$ cat config.mk
export PLATFORM = sky130hd
export DESIGN_NAME = swap_frame_replacement_table
export DESIGN_NICKNAME = d
export VERILOG_FILES = /design/src/rtl/sfrt_pkg.sv /design/src/rtl/sfrt_pick.sv /design/src/rtl/sfrt_core.sv /design/src/rtl/swap_frame_replacement_table.sv
export SDC_FILE = /design/constraint.sdc
export NUM_CORES = 1
export LEC_CHECK = 0
export ABC_AREA = 1
export BUFFER_PORTS_ARGS = -buffer_cell sky130_fd_sc_hd__clkbuf_2
export CAP_MARGIN = 20
export CORE_ASPECT_RATIO = 1.5
export CORE_MARGIN = 2
export CORE_UTILIZATION = 50
export DETAILED_ROUTE_END_ITERATION = 12
export GPL_ROUTABILITY_DRIVEN = 0
export PLACE_DENSITY = 0.66
export SKIP_CTS_REPAIR_TIMING = 1
export SLEW_MARGIN = 0
export SYNTH_ARGS = -nofsm -noshare
export SYNTH_HDL_FRONTEND = slang
export SYNTH_SLANG_ARGS = --single-unit
$ cat constraint.sdc
create_clock -name clk -period 10.15 [get_ports clk]
set_input_delay 2.03 -clock clk [delete_from_list [all_inputs] [get_ports clk]]
set_output_delay 2.03 -clock clk [all_outputs]
set_load 0.01 [all_outputs]
$ cat src/rtl/sfrt_pkg.sv
`timescale 1ns / 1ps
// Shared types and constants for the swap frame replacement table.
// No dependencies; used by sfrt_core and the top level.
package sfrt_pkg;

  // Fixed field widths of one request and of one table entry
  localparam int SPACE_W     = 4;
  localparam int PAGE_W      = 5;
  localparam int ENTRY_W     = SPACE_W + PAGE_W;
  localparam int IN_TDATA_W  = 16;

  // Page index recorded for the stack page
  localparam logic [PAGE_W-1:0] STACK_PAGE = 5'd31;

  // Request kinds carried on in_tuser
  localparam logic OP_ALLOC   = 1'b0;
  localparam logic OP_RELEASE = 1'b1;

  // One accepted request
  typedef struct packed {
    logic              opcode;
    logic [SPACE_W-1:0] space_id;
    logic              is_stack_page;
    logic [PAGE_W-1:0] page_number;
  } sfrt_req_t;

  // Sequencer states
  typedef enum logic [1:0] {
    ST_IDLE,
    ST_ALLOC,
    ST_SCAN,
    ST_REL_DONE
  } sfrt_state_t;

endpackage

$ cat src/rtl/sfrt_pick.sv
`timescale 1ns / 1ps
// Victim selection: first free frame at or after the start frame, circularly.
// Falls back to the start frame when every frame is in use. No package use.
module sfrt_pick #(
  parameter int FRAME_COUNT = 16,
  localparam int IDX_W = $clog2(FRAME_COUNT)
) (
  input  logic [FRAME_COUNT-1:0] used,
  input  logic [IDX_W-1:0]       start,
  output logic [IDX_W-1:0]       pick_idx
);

  logic [FRAME_COUNT-1:0] free_vec;
  logic [FRAME_COUNT-1:0] upper_free;
  logic [IDX_W-1:0]       first_upper;
  logic [IDX_W-1:0]       first_any;

  // Split free frames into those at or above the start and all of them
  always_comb begin
    free_vec = ~used;
    for (int i = 0; i < FRAME_COUNT; i++) begin
      upper_free[i] = free_vec[i] && (IDX_W'(i) >= start);
    end
  end

  // Lowest set bit of each vector
  always_comb begin
    first_upper = '0;
    first_any   = '0;
    for (int i = FRAME_COUNT - 1; i >= 0; i--) begin
      if (upper_free[i]) begin
        first_upper = IDX_W'(i);
      end
      if (free_vec[i]) begin
        first_any = IDX_W'(i);
      end
    end
  end

  // Prefer the upper part, then wrap around, else take the start frame
  always_comb begin
    priority if (|upper_free) begin
      pick_idx = first_upper;
    end else if (|free_vec) begin
      pick_idx = first_any;
    end else begin
      pick_idx = start;
    end
  end

endmodule

$ cat src/rtl/sfrt_core.sv
`timescale 1ns / 1ps
// Frame table sequencer: valid bits, owner/page memory, rotating pointer.
// Depends on sfrt_pkg and sfrt_pick.
module sfrt_core #(
  parameter int FRAME_COUNT = 16,
  parameter int FRAME_BYTES = 4096,
  parameter int OUT_W       = 56
) (
  input  logic                clk,
  input  logic                rst_n,
  input  logic [31:0]         pool_base,
  input  logic                req_valid,
  output logic                req_ready,
  input  sfrt_pkg::sfrt_req_t req,
  output logic                res_valid,
  input  logic                res_ready,
  output logic [OUT_W-1:0]    res_data
);

  localparam int IDX_W = $clog2(FRAME_COUNT);
  localparam int CNT_W = $clog2(FRAME_COUNT + 1);
  localparam logic [IDX_W-1:0] LAST_IDX      = IDX_W'(FRAME_COUNT - 1);
  localparam logic [31:0]      FRAME_BYTES_W = 32'(FRAME_BYTES);

  sfrt_pkg::sfrt_state_t state_r, state_nxt;
  sfrt_pkg::sfrt_req_t   req_r;

  logic [IDX_W-1:0]       ptr_r;
  logic [IDX_W-1:0]       ptr_adv;
  logic [IDX_W-1:0]       pick_idx;
  logic [FRAME_COUNT-1:0] used_r;
  logic [IDX_W-1:0]       idx_r;
  logic                   was_used_r;
  logic [CNT_W-1:0]       cnt_r;

  // Owner/page store, one synchronous read port and one write port
  logic [sfrt_pkg::ENTRY_W-1:0] mem [FRAME_COUNT];
  logic [sfrt_pkg::ENTRY_W-1:0] rdata_r;
  logic [sfrt_pkg::ENTRY_W-1:0] wdata;
  logic [sfrt_pkg::SPACE_W-1:0] rd_owner;
  logic [sfrt_pkg::PAGE_W-1:0]  rd_page;

  logic             accept;
  logic             rd_en;
  logic [IDX_W-1:0] rd_addr;
  logic             wr_en;
  logic             scan_hit;
  logic [31:0]      frame_addr;

  assign accept   = req_valid && req_ready;
  assign ptr_adv  = (ptr_r == LAST_IDX) ? '0 : ptr_r + 1'b1;
  assign rd_owner = rdata_r[sfrt_pkg::ENTRY_W-1:sfrt_pkg::PAGE_W];
  assign rd_page  = rdata_r[sfrt_pkg::PAGE_W-1:0];
  assign wdata    = {req_r.space_id,
                     req_r.is_stack_page ? sfrt_pkg::STACK_PAGE : req_r.page_number};

  // Choose the frame for the advanced pointer
  sfrt_pick #(
    .FRAME_COUNT(FRAME_COUNT)
  ) u_pick (
    .used    (used_r),
    .start   (ptr_adv),
    .pick_idx(pick_idx)
  );

  // Next state
  always_comb begin
    state_nxt = state_r;
    unique case (state_r)
      sfrt_pkg::ST_IDLE: begin
        if (req_valid) begin
          state_nxt = (req.opcode == sfrt_pkg::OP_RELEASE) ? sfrt_pkg::ST_SCAN
                                                           : sfrt_pkg::ST_ALLOC;
        end
      end
      sfrt_pkg::ST_ALLOC: begin
        if (res_ready) begin
          state_nxt = sfrt_pkg::ST_IDLE;
        end
      end
      sfrt_pkg::ST_SCAN: begin
        if (idx_r == LAST_IDX) begin
          state_nxt = sfrt_pkg::ST_REL_DONE;
        end
      end
      sfrt_pkg::ST_REL_DONE: begin
        if (res_ready) begin
          state_nxt = sfrt_pkg::ST_IDLE;
        end
      end
      default: state_nxt = sfrt_pkg::ST_IDLE;
    endcase
  end

  // Control outputs per state
  always_comb begin
    req_ready = 1'b0;
    rd_en     = 1'b0;
    rd_addr   = '0;
    wr_en     = 1'b0;
    res_valid = 1'b0;
    scan_hit  = 1'b0;
    unique case (state_r)
      sfrt_pkg::ST_IDLE: begin
        req_ready = 1'b1;
        if (req_valid) begin
          rd_en   = 1'b1;
          rd_addr = (req.opcode == sfrt_pkg::OP_RELEASE) ? '0 : pick_idx;
        end
      end
      sfrt_pkg::ST_ALLOC: begin
        res_valid = 1'b1;
        wr_en     = res_ready;
      end
      sfrt_pkg::ST_SCAN: begin
        scan_hit = used_r[idx_r] && (rd_owner == req_r.space_id);
        if (idx_r != LAST_IDX) begin
          rd_en   = 1'b1;
          rd_addr = idx_r + 1'b1;
        end
      end
      sfrt_pkg::ST_REL_DONE: begin
        res_valid = 1'b1;
      end
      default: ;
    endcase
  end

  // Result fields, packed from the lowest bit up
  assign frame_addr = pool_base + 32'(32'(idx_r) * FRAME_BYTES_W);

  always_comb begin
    if (state_r == sfrt_pkg::ST_ALLOC) begin
      res_data = OUT_W'({CNT_W'(0),
                         was_used_r ? rd_page  : '0,
                         was_used_r ? rd_owner : '0,
                         was_used_r,
                         frame_addr,
                         idx_r});
    end else begin
      res_data = OUT_W'({cnt_r, {(IDX_W + 42){1'b0}}});
    end
  end

  // Control state: sequencer, pointer, valid bits
  always_ff @(posedge clk) begin
    if (!rst_n) begin
      state_r <= sfrt_pkg::ST_IDLE;
      ptr_r   <= '0;
      used_r  <= '0;
    end else begin
      state_r <= state_nxt;
      if (accept && (req.opcode == sfrt_pkg::OP_ALLOC)) begin
        ptr_r <= ptr_adv;
      end
      if (wr_en) begin
        used_r[idx_r] <= 1'b1;
      end
      if (scan_hit) begin
        used_r[idx_r] <= 1'b0;
      end
    end
  end

  // Hold the request, the chosen frame and the release count
  always_ff @(posedge clk) begin
    if (accept) begin
      req_r <= req;
      cnt_r <= '0;
      if (req.opcode == sfrt_pkg::OP_ALLOC) begin
        idx_r      <= pick_idx;
        was_used_r <= used_r[pick_idx];
      end else begin
        idx_r <= '0;
      end
    end else if (state_r == sfrt_pkg::ST_SCAN) begin
      idx_r <= idx_r + 1'b1;
      if (scan_hit) begin
        cnt_r <= cnt_r + 1'b1;
      end
    end
  end

  // Entry memory: write the new owner, registered read
  always_ff @(posedge clk) begin
    if (wr_en) begin
      mem[idx_r] <= wdata;
    end
    if (rd_en) begin
      rdata_r <= mem[rd_addr];
    end
  end

endmodule

$ cat src/rtl/swap_frame_replacement_table.sv
`timescale 1ns / 1ps
// Top level of the swap frame replacement table: ports, pool base register,
// output register. Depends on sfrt_pkg and sfrt_core.
//
//   channel  direction  handshake            payload
//   in_      slave      in_tvalid/in_tready  in_tdata, in_tuser (request kind)
//   out_     master     out_tvalid/out_tready out_tdata (result)
//   cfg_     slave      cfg_valid/cfg_ready  cfg_data (pool_base)
//
// Allocate picks the frame and reads its entry, then writes back once the result is taken.
// Release scans the table in ST_SCAN with one entry memory read per frame.
// One request is in the table at a time; the next is taken once its result
// moves to the output register, which may still wait on out_tready.
// Reset frees every frame at once through per-frame valid bits.
module swap_frame_replacement_table #(
  parameter int FRAME_COUNT = 16,
  parameter int FRAME_BYTES = 4096,
  localparam int IDX_W   = $clog2(FRAME_COUNT),
  localparam int CNT_W   = $clog2(FRAME_COUNT + 1),
  localparam int OUT_RAW = IDX_W + 42 + CNT_W,
  localparam int OUT_W   = ((OUT_RAW + 7) / 8) * 8
) (
  input  logic                            clk,
  input  logic                            rst_n,
  // space_id[3:0], is_stack_page[4], page_number[9:5], zero fill
  input  logic [sfrt_pkg::IN_TDATA_W-1:0] in_tdata,
  // opcode
  input  logic                            in_tuser,
  input  logic                            in_tvalid,
  output logic                            in_tready,
  // frame_index, frame_address (32), evicted, evicted_space (4),
  // evicted_page (5), freed_count, zero fill
  output logic [OUT_W-1:0]                out_tdata,
  output logic                            out_tvalid,
  input  logic                            out_tready,
  input  logic [31:0]                     cfg_data,
  input  logic                            cfg_valid,
  output logic                            cfg_ready
);

  localparam int EV_BIT   = IDX_W + 32;
  localparam int FREED_LO = IDX_W + 42;

  sfrt_pkg::sfrt_req_t req;

  logic [31:0]      pool_base_r;
  logic             res_valid;
  logic             res_ready;
  logic [OUT_W-1:0] res_data;
  logic             out_valid_r;
  logic [OUT_W-1:0] out_data_r;

  // Unpack the request
  assign req.opcode        = in_tuser;
  assign req.space_id      = in_tdata[3:0];
  assign req.is_stack_page = in_tdata[4];
  assign req.page_number   = in_tdata[9:5];

  // Pool base register, always ready; the result reads it when it is built
  assign cfg_ready = 1'b1;

  always_ff @(posedge clk) begin
    if (!rst_n) begin
      pool_base_r <= '0;
    end else if (cfg_valid && cfg_ready) begin
      pool_base_r <= cfg_data;
    end
  end

  sfrt_core #(
    .FRAME_COUNT(FRAME_COUNT),
    .FRAME_BYTES(FRAME_BYTES),
    .OUT_W      (OUT_W)
  ) u_core (
    .clk      (clk),
    .rst_n    (rst_n),
    .pool_base(pool_base_r),
    .req_valid(in_tvalid),
    .req_ready(in_tready),
    .req      (req),
    .res_valid(res_valid),
    .res_ready(res_ready),
    .res_data (res_data)
  );

  // Output register: load when empty or draining
  assign res_ready  = !out_valid_r || out_tready;
  assign out_tvalid = out_valid_r;
  assign out_tdata  = out_data_r;

  always_ff @(posedge clk) begin
    if (!rst_n) begin
      out_valid_r <= 1'b0;
    end else if (res_ready) begin
      out_valid_r <= res_valid;
    end
  end

  always_ff @(posedge clk) begin
    if (res_valid && res_ready) begin
      out_data_r <= res_data;
    end
  end

`ifndef NO_ASSERTIONS
  // A request in progress blocks the next one
  a_busy_after_accept: assert property (@(posedge clk) disable iff (!rst_n)
    (in_tvalid && in_tready) |=> !in_tready)
    else $error("request accepted while another is in the table");

  // Handing a result to the output register frees the table
  a_idle_after_result: assert property (@(posedge clk) disable iff (!rst_n)
    (res_valid && res_ready) |=> in_tready)
    else $error("table not idle after its result was transferred");

  // An eviction comes only from an allocate, which frees nothing
  a_evict_no_free: assert property (@(posedge clk) disable iff (!rst_n)
    (out_tvalid && out_tdata[EV_BIT]) |-> (out_tdata[FREED_LO +: CNT_W] == '0))
    else $error("eviction reported together with a freed count");
`endif

endmodule
==> impl_metrics.json, run 1 <==
{
  "path_class": "primary input to flip-flop",
  "die_w_um": 134.3,
  "synth-main-ff-cell": "edfxtp_1",
  "grt-ovfl-total": 0,
  "cts_made_buffers": 25,
  "synth.area.top_cells": "edfxtp_1 52%, dfxtp_1 9.4%, inv_1 7.1%",
  "grt_usage_pct": 22.38,
  "clk_pin_slew_ns": 0.06,
  "tightest_slew_ns": 1.052,
  "utilization_pct": 56.91,
  "timing.slew.headroom_pct": 29.61,
  "crit_end": "u_core.rdata_r[4]",
  "ant_nets": 0,
  "die-area_um2": 26780,
  "syn_area_per_cell_um2": 9.809,
  "dr.max_layer_used": "met4",
  "synth_seq_cells": 279,
  "synth_cell_types": 46,
  "diodes": 0,
  "route.met2.wl_um": 16300,
  "finClkSkew_ns": 0.01764,
  "crit_path_start": "in_tvalid",
  "clockBufferDepth": 3,
  "power_w": 0.003410,
  "cts_sinks": 279,
  "synth_top_area_cell": "edfxtp_1",
  "grt_max_degree": 74,
  "drt-initial-drc-count": 870,
  "routed_via_density": 5.317,
  "max_freq_mhz": 210.1,
  "yosysMostFrequentCell": "inv_1",
  "grt_pass1_vias": 9123,
  "area_growth_pct": 11.97,
  "fp-row-count": 71,
  "status": "finished, final reports clean",
  "io_pins": 113,
  "drive_gt1_share_pct": 13.28,
  "drt-met1-wl_um": 10680,
  "critPathRequiredTime_ns": 10.43,
  "wl_per_cell_um": 17.16,
  "numPortBuffers": 100,
  "maxSlewViolCount": 0,
  "seq_area_frac_synth_pct": 61.08,
  "min_path_cells": 2,
  "start_kind": "primary input",
  "hold_viol_final": 0,
  "p_leak_nw": 5.798,
  "synth_edf_count": 219,
  "end_kind": "flip-flop",
  "synth_top_area_share_pct": 51.65,
  "critical_path_peak_fanout": 37,
  "start_util_pct": 50.82,
  "reg2reg_from": "u_core.ptr_r[0]",
  "synth_common_cells": "240 x inv_1, 219 x edfxtp_1, 166 x nand3_1",
  "reg2reg_depth": 20,
  "wl_um": 29670,
  "die_h_um": 199.4,
  "vias": 9193,
  "min_period_over_period_pct": 46.89,
  "min_path_type": "flip-flop to flip-flop",
  "clk_latency_ns": 0.54,
  "grt_setup_unrepaired": "false",
  "antenna_found_initial": 0,
  "setup_viol": 0,
  "cts_tree": "built",
  "dp_hpwl_um": 19830,
  "tns_ns": 0,
  "ys_warn_count": 0,
  "synthCells": 1298,
  "reg2reg_to": "u_core.rdata_r[4]",
  "drc": 0,
  "htree_num_levels": 1,
  "critPathArrivalTime_ns": 5.03,
  "grt_pass1_wl_um": 46730,
  "async_reset_ff_share_pct": 0,
  "firstDrtPassIters": 5,
  "netlist_area_um2": 12730,
  "peakVddDrop_mv": 0.1742,
  "period_minus_slack_ns": 4.759,
  "cap_violations": 0,
  "rrSetupSlack_ns": 5.83,
  "design.final.nets": 1449,
  "met3WireLength_um": 1460,
  "cts_root_buf": "clkbuf_16",
  "core-area_um2": 25050,
  "power_density_nw_per_um2": 239.2
}
## per-layer routing
layer | global-route usage (%) | vias up
met5 | 0 | -
met4 | 9.630 | 0
met3 | 3.146 | 75
met2 | 43.18 | 276
met1 | 24.09 | 4338
li1 | - | 4504
## worst min path at each step
stage	start	endpoint	slack, ns
after global routing	pool_base_r[5]	pool_base_r[5]	0.47
after floorplan	pool_base_r[1]	pool_base_r[1]	0.43
after global placement	pool_base_r[3]	pool_base_r[3]	0.44
after CTS	pool_base_r[1]	pool_base_r[1]	0.46
after detailed placement	pool_base_r[1]	pool_base_r[1]	0.45
final	pool_base_r[1]	pool_base_r[1]	0.46
## power breakdown
group	switching (W)	internal, W	leakage (nW)
registers	0.0000746	0.00141	2.49
clock network	0.000408	0.000560	0.413
logic	0.000683	0.000272	2.90
## stage by stage
| step | hold WS [ns] | cells | worst slack, ns | area, um2 |
|---|---|---|---|---|
| after detailed placement | 0.4459 | 1682 | 4.782 | 13410 |
| after floorplan | 0.4300 | 1302 | 5.000 | 12750 |
| after global routing | 0.4708 | 1729 | 5.210 | 14260 |
| after CTS | 0.4558 | 1728 | 5.289 | 14240 |
| after global placement | 0.4427 | 1682 | 4.847 | 13410 |
| final | 0.4554 | 1729 | 5.391 | 14260 |
## cell families after synthesis
logic type	after synthesis	share of synthesized area (%)
compound gates	181	8.156
xor+xnor	3	0.2064
fa+ha+maj	13	1.336
buf+inv	306	10.03
flops	279	61.08
other cells	2	0.05898
simple gates	514	19.12
## sequential cells by signal, summed over array words and instances, names as in the netlist
signal,cells
out_tdata,51
u_core.was_used_r,1
u_core.used_r,16
u_core.mem,144
u_core.state_r,2
u_core.ptr_r,4
u_core.cnt_r,5
u_core.rdata_r,9
pool_base_r,32
out_tvalid,1
u_core.req_r,10
u_core.idx_r,4
## cell type report
type	count	area, um2
Clock buffer	29	650.6
Clock inverter	17	181.4
Fill cell	2145	10800
Inverter	246	925.9
Multi-Input combinational cell	717	3705
Sequential cell	279	7777
Tap cell	328	410.4
Timing Repair Buffer	113	605.6
## worst max-delay path, stage by stage
cell      delay [ns]
clkbuf_2        0.07
nand2_1         0.19
nor2_1          0.79
nand2_1         0.27
o21ai_4         0.12
buf_4           0.47
inv_2           0.45
nand3_1         0.23
nand3_1         0.13
nand3_1         0.16
nand2_1         0.09
## layout by cell type, fill, tap and decap left out, types with 5 or more instances in the layout
master	Yosys	routed
clkinv_1	1	7
edfxtp_1	219	219
a21oi_1	62	62
nand2_2	7	7
buf_4	8	12
o21ai_1	6	6
o221ai_1	17	17
ha_1	12	12
clkbuf_16	0	25
o21ai_0	75	75
conb_1	2	6
inv_1	240	240
nand4_1	5	5
nand3_2	10	11
clkbuf_2	0	100
nor3_1	14	14
nand3_1	166	165
nand2_1	149	149
nor2_1	113	112
clkinv_2	0	6
nand3b_1	36	36
dfxtp_1	60	60
or2_2	5	5
Note: power is estimated with default switching activity, not from simulation.
==> run 2, diff against run 1 <==
--- a/config.mk
+++ b/config.mk
@@ -5,7 +5,7 @@
 export SDC_FILE = /design/constraint.sdc
 export NUM_CORES = 1
 export LEC_CHECK = 0
-export ABC_AREA = 1
+export ABC_AREA = 0
 export BUFFER_PORTS_ARGS = -buffer_cell sky130_fd_sc_hd__clkbuf_2
 export CAP_MARGIN = 20
 export CORE_ASPECT_RATIO = 1.5
==> constraint.sdc (replaced) <==
create_clock -name clk -period 4.95 [get_ports clk]
set_input_delay 0.99 -clock clk [delete_from_list [all_inputs] [get_ports clk]]
set_output_delay 0.99 -clock clk [all_outputs]
set_load 0.01 [all_outputs]
==> run 2 against run 1 <==
  * Synthesized area shrank 3.5%
  * Register-to-register slack lost 5.2 ns
  * Routed wire length shrank 1.1%
  * Total power grew 62%
  * Clock power grew 110%
  * Clock-buffer cell count grew 9
  * Cell count shrank 17%
==> impl_metrics.json, run 2 <==
{
  "grt-ovfl-total": 0,
  "firstDrtPassIters": 6,
  "path_class": "flip-flop to flip-flop",
  "cts_made_buffers": 26,
  "antenna_found_initial": 0,
  "grt_pass1_vias": 8235,
  "synth_top_area_share_pct": 53.51,
  "drc": 0,
  "drt-initial-drc-count": 612,
  "synth_common_cells": "219 x edfxtp_1, 92 x nand2_1, 60 x dfxtp_1",
  "reg2reg_from": "u_core.ptr_r[1]",
  "drive_gt1_share_pct": 19.57,
  "swShare_pct": 25.41,
  "synthCells": 970,
  "p_seq_share_pct": 49.7,
  "synth.area.top_cells": "edfxtp_1 54%, dfxtp_1 9.8%, mux2i_1 4.3%",
  "ant_nets": 0,
  "end_kind": "flip-flop",
  "min_period_over_period_pct": 87.65,
  "start_kind": "flip-flop",
  "clkPwrFrac_pct": 36.7,
  "async_reset_ff_share_pct": 0,
  "hold_viol_final": 0,
  "netlist_area_um2": 12290,
  "pwr-share-comb_pct": 13.6,
  "synth-main-ff-cell": "edfxtp_1",
  "period_minus_slack_ns": 4.338,
  "wl_um": 29340,
  "cts_root_buf": "clkbuf_16",
  "diodes": 0,
  "max_freq_mhz": 230.5,
  "nFillCells": 2023,
  "p_leak_nw": 5.333,
  "tns_ns": 0,
  "design.final.nets": 1151,
  "clk_latency_ns": 0.53,
  "synth_top_area_cell": "edfxtp_1",
  "io_pins": 113,
  "min_from": "pool_base_r[8]",
  "status": "finished, final reports clean",
  "routed_via_density": 5.685,
  "finClkSkew_ns": 0.01645,
  "p_sw_w": 0.001405,
  "tightest_slew_ns": 1.081,
  "numPortBuffers": 100,
  "final_common_cell": "edfxtp_1",
  "critPathArrivalTime_ns": 4.73,
  "synth_edf_count": 219,
  "synth_seq_cells": 279,
  "cts_tree": "built",
  "yosysMostFrequentCell": "edfxtp_1",
  "crit_path_start": "u_core.ptr_r[1]",
  "min_path_type": "flip-flop to flip-flop",
  "pre_cts_slack_ns": 0.6800,
  "critPathRequiredTime_ns": 5.34,
  "core-area_um2": 24260,
  "largest-register": "u_core.mem",
  "die-area_um2": 25880,
  "grt_setup_unrepaired": "false",
  "start_util_pct": 50.66,
  "dp_hpwl_um": 20080,
  "setup_viol": 0,
  "cap_violations": 0,
  "power_density_nw_per_um2": 391.5,
  "fin_area_um2": 14120,
  "wl_per_cell_um": 20.55,
  "cts_sinks": 279,
  "fp-row-count": 70,
  "die_w_um": 132.0,
  "area_growth_pct": 14.92,
  "largest_reg_flops": 144,
  "dpl_cell_area_um2": 13200,
  "seq_area_frac_synth_pct": 63.28,
  "grt_max_degree": 56,
  "mostFrequentLayoutCells": "219 x edfxtp_1, 100 x clkbuf_2, 92 x nand2_1",
  "htree_num_levels": 1,
  "maxSlewViolCount": 0,
  "grt_pass1_wl_um": 45350,
  "die_h_um": 196.0,
  "clk_pin_slew_ns": 0.07,
  "critical_path_peak_fanout": 8,
  "peakVddDrop_mv": 0.2607,
  "vias": 8118,
  "timing.slew.headroom_pct": 27.65,
  "timing.final.ws_setup_ns": 0.6115,
  "ys_warn_count": 0,
  "syn_area_per_cell_um2": 12.67,
  "grt_usage_pct": 22.67,
  "clockBufferDepth": 3,
  "p_int_w": 0.004125,
  "synth_cell_types": 73
}
==> run 2: area by class of cell <==
type                            count  area, um2  share of cell area, %
Sequential cell                   279       7777                  55.06
Multi-Input combinational cell    623       4212                  29.82
Timing Repair Buffer              134      780.7                  5.528
Clock buffer                       38      768.2                  5.439
Tap cell                          324      405.4                  2.870
Clock inverter                     10      106.4                 0.7529
Inverter                           20      75.07                 0.5315
==> run 2: final timing paths <==
| path | slack, ns | cells past startpoint | to |
|---|---|---|---|
| setup / recovery | 0.61 | 13 | u_core.rdata_r[0] |
| hold reg to reg | 0.51 | 2 | pool_base_r[8] |
| hold / removal | 0.51 | 2 | pool_base_r[8] |
| setup reg to reg | 0.61 | 13 | u_core.rdata_r[0] |
==> run 2: logic make-up after synthesis <==
logic type,after synthesis,share of synthesized area [%]
flops,279,63.28
mux,58,5.233
xor+xnor,27,1.924
other cells,2,0.06110
buf+inv,72,2.749
compound gates,194,11.52
simple gates,325,13.84
fa+ha+maj,13,1.384
==> run 2: worst max-delay path, stage by stage (launching register included) <==
cell	delay [ns]
dfxtp_1	0.38
ha_1	0.28
buf_4	0.19
nand2b_1	0.17
o211ai_2	0.37
a21oi_2	0.15
nor4_4	0.51
nand4_1	0.26
o211ai_1	0.29
or2_2	0.24
nor2_2	0.08
buf_4	0.17
a2111oi_1	0.91
a41o_1	0.17
==> run 2: routing by layer <==
| metal | vias to the layer above | part of all wire (%) | global-route usage [%] |
|---|---|---|---|
| met1 | 3873 | 38 | 25.50 |
| met2 | 306 | 52 | 41.65 |
| met5 | - | 0 | 0 |
| met4 | 0 | 5.7 | 12.88 |
| li1 | 3847 | - | - |
| met3 | 92 | 4.6 | 2.377 |
==> run 2: through the flow <==
step           utilization, %  total power [W]  instances  hold slack, ns
5_1_grt                 58.22         0.005716       1428          0.5412
3_3_place_gp            54.39         0.003531       1376          0.4856
6_report                58.22         0.005530       1428          0.5089
3_5_place_dp            54.39         0.003541       1376          0.4983
4_1_cts                 57.99         0.005549       1424          0.5149
2_1_floorplan               -         0.003234        974          0.4710
==> run 2: power groups by stage <==
stage	Combinational, W	Sequential, W	Clock, W
3_5_place_dp	0.000743	0.00280	0
5_1_grt	0.000816	0.00276	0.00214
4_1_cts	0.000749	0.00275	0.00205
3_3_place_gp	0.000734	0.00280	0
2_1_floorplan	0.000468	0.00277	0
6_report	0.000754	0.00275	0.00203
==> run 3, diff against run 2 <==
--- a/config.mk
+++ b/config.mk
@@ -13,7 +13,7 @@
 export CORE_UTILIZATION = 50
 export DETAILED_ROUTE_END_ITERATION = 12
 export GPL_ROUTABILITY_DRIVEN = 0
-export PLACE_DENSITY = 0.66
+export PLACE_DENSITY = 0.69
 export SKIP_CTS_REPAIR_TIMING = 1
 export SLEW_MARGIN = 0
 export SYNTH_ARGS = -nofsm -noshare
==> run 3 against run 2 <==
  * Maximum frequency shrank 0.74%
  * Largest cell class unchanged
  * Critical path type unchanged
  * Clock power grew 2%
  * Die area is the same
  * Final area shrank 0.26%
==> impl_metrics.json, run 3 (synthesis results as in run 2) <==
{
  "status": "finished, final reports clean",
  "clockBufferDepth": 3,
  "drt-initial-drc-count": 654,
  "fp-row-count": 70,
  "top_usage_layer": "met2",
  "core-area_um2": 24260,
  "mostFrequentLayoutCells": "219 x edfxtp_1, 100 x clkbuf_2, 92 x nand2_1",
  "min_path_type": "flip-flop to flip-flop",
  "dpl_cell_area_um2": 13170,
  "path_class": "flip-flop to flip-flop",
  "peakVddDrop_mv": 0.2878,
  "path_buf_inv": 2,
  "clk_latency_ns": 0.54,
  "met2_usage_pct": 39.89,
  "met3_usage_pct": 2.584,
  "min_period_over_period_pct": 88.30,
  "tightest_slew_ns": 1.091,
  "multi_input_area_um2": 4207,
  "setup_viol": 0,
  "drive_gt1_share_pct": 19.02,
  "start_kind": "flip-flop",
  "fin_area_um2": 14090,
  "max_freq_mhz": 228.8,
  "cts_sinks": 279,
  "tns_ns": 0,
  "critical_path_peak_fanout": 9,
  "wl_per_cell_um": 19.94,
  "wl_um": 28380,
  "diodes": 0,
  "swShare_pct": 25.45,
  "critPathRequiredTime_ns": 5.35,
  "firstDrtPassIters": 5,
  "timing.hold.ws_ns": 0.5101,
  "p_int_w": 0.004149,
  "p_leak_nw": 5.313,
  "slowest_delay_ns": 0.97,
  "grt-ovfl-total": 0,
  "cts_made_buffers": 27,
  "routed_via_density": 5.706,
  "nFillCells": 1932,
  "die_w_um": 132.0,
  "area_growth_pct": 14.63,
  "period_minus_slack_ns": 4.371,
  "timing.slew.headroom_pct": 27.27,
  "dp_hpwl_um": 19320,
  "cts_tree": "built",
  "io_pins": 113,
  "grt_max_degree": 56,
  "numPortBuffers": 100,
  "pwr-share-comb_pct": 13.5,
  "die-area_um2": 25880,
  "clkPwrFrac_pct": 37.2,
  "critPathTopFamily": "compound AO/OA/AOI/OAI gates",
  "seq_area_um2": 7777,
  "cap_violations": 0,
  "cts_root_buf": "clkbuf_16",
  "p_sw_w": 0.001416,
  "antenna_found_initial": 0,
  "finClkSkew_ns": 0.01779,
  "die_h_um": 196.0,
  "hold_viol_final": 0,
  "htree_num_levels": 1,
  "start_util_pct": 50.66,
  "clk_pin_slew_ns": 0.06,
  "critPathArrivalTime_ns": 4.77,
  "end_kind": "flip-flop",
  "vias": 8119,
  "largest-register": "u_core.mem",
  "largest_reg_flops": 144,
  "grt_pass1_wl_um": 43630,
  "grt_setup_unrepaired": "false",
  "design.final.nets": 1146,
  "ant_nets": 0,
  "final_common_cell": "edfxtp_1",
  "power_density_nw_per_um2": 395.0,
  "drc": 0,
  "maxSlewViolCount": 0,
  "crit_slowest_cell": "a2111oi_1",
  "grt_usage_pct": 21.78,
  "p_seq_share_pct": 49.3,
  "path_cells": "inv_1 > ha_1 > nor2b_1 > buf_4 > and3_1 > a311o_1 > and4b_1 > nand4_1 > o211ai_1 > o21bai_1 > a211oi_1 > a2111oi_1 > a41o_1",
  "power_w": 0.005565,
  "grt_util_met1_pct": 24.89,
  "grt_pass1_vias": 7963
}
## run 3: changes by cell type in the layout (fill, tap and decap cells not counted), sizes merged
cell	delta
bufinv	+2
clkbuf	-7
clkinv	+5
buf	-6
inv	+1
## run 3: tightest hold or removal path, stage by stage (launching register included)
cell     delay, ns
dfxtp_1       0.32
mux2i_1       0.06
nor2b_1       0.10
## run 3: power by group through the flow
stage	Combinational, W	Clock, W	Sequential [W]
floorplan	0.000468	0	0.00277
global placement	0.000733	0	0.00279
detailed placement	0.000743	0	0.00279
CTS	0.000747	0.00210	0.00274
global route	0.000814	0.00218	0.00275
finish	0.000750	0.00207	0.00274
## run 3: path summary, 6_finish.rpt
kind	start	to	slack, ns	cells after the start
setup / recovery	u_core.ptr_r[0]	u_core.rdata_r[1]	0.58	13
hold reg to reg	pool_base_r[6]	pool_base_r[6]	0.51	2
hold / removal	pool_base_r[6]	pool_base_r[6]	0.51	2
setup reg to reg	u_core.ptr_r[0]	u_core.rdata_r[1]	0.58	13
## run 3: metrics by stage
stage,utilization [%],worst slack (ns),std cells
2_1_floorplan,-,1.643,974
6_report,58.07,0.5794,1423
3_5_place_dp,54.27,0.5440,1371
3_3_place_gp,54.27,0.5505,1371
5_1_grt,58.07,0.2626,1423
4_1_cts,57.93,0.5132,1420
## run 3: area by class of cell
type | instances | share of cell area, %
clock buffer | 31 | 4.902
clock inverter | 18 | 1.403
inverter | 20 | 0.5329
multi-input combinational | 623 | 29.86
sequential | 279 | 55.20
tap | 324 | 2.877
timing repair buffer | 128 | 5.222
## run 3: routing by layer
layer | vias up | part of all wire [%]
li1 | 3832 | -
met1 | 3917 | 38
met2 | 292 | 53
met3 | 78 | 4.8
met4 | 0 | 4.5
met5 | - | 0
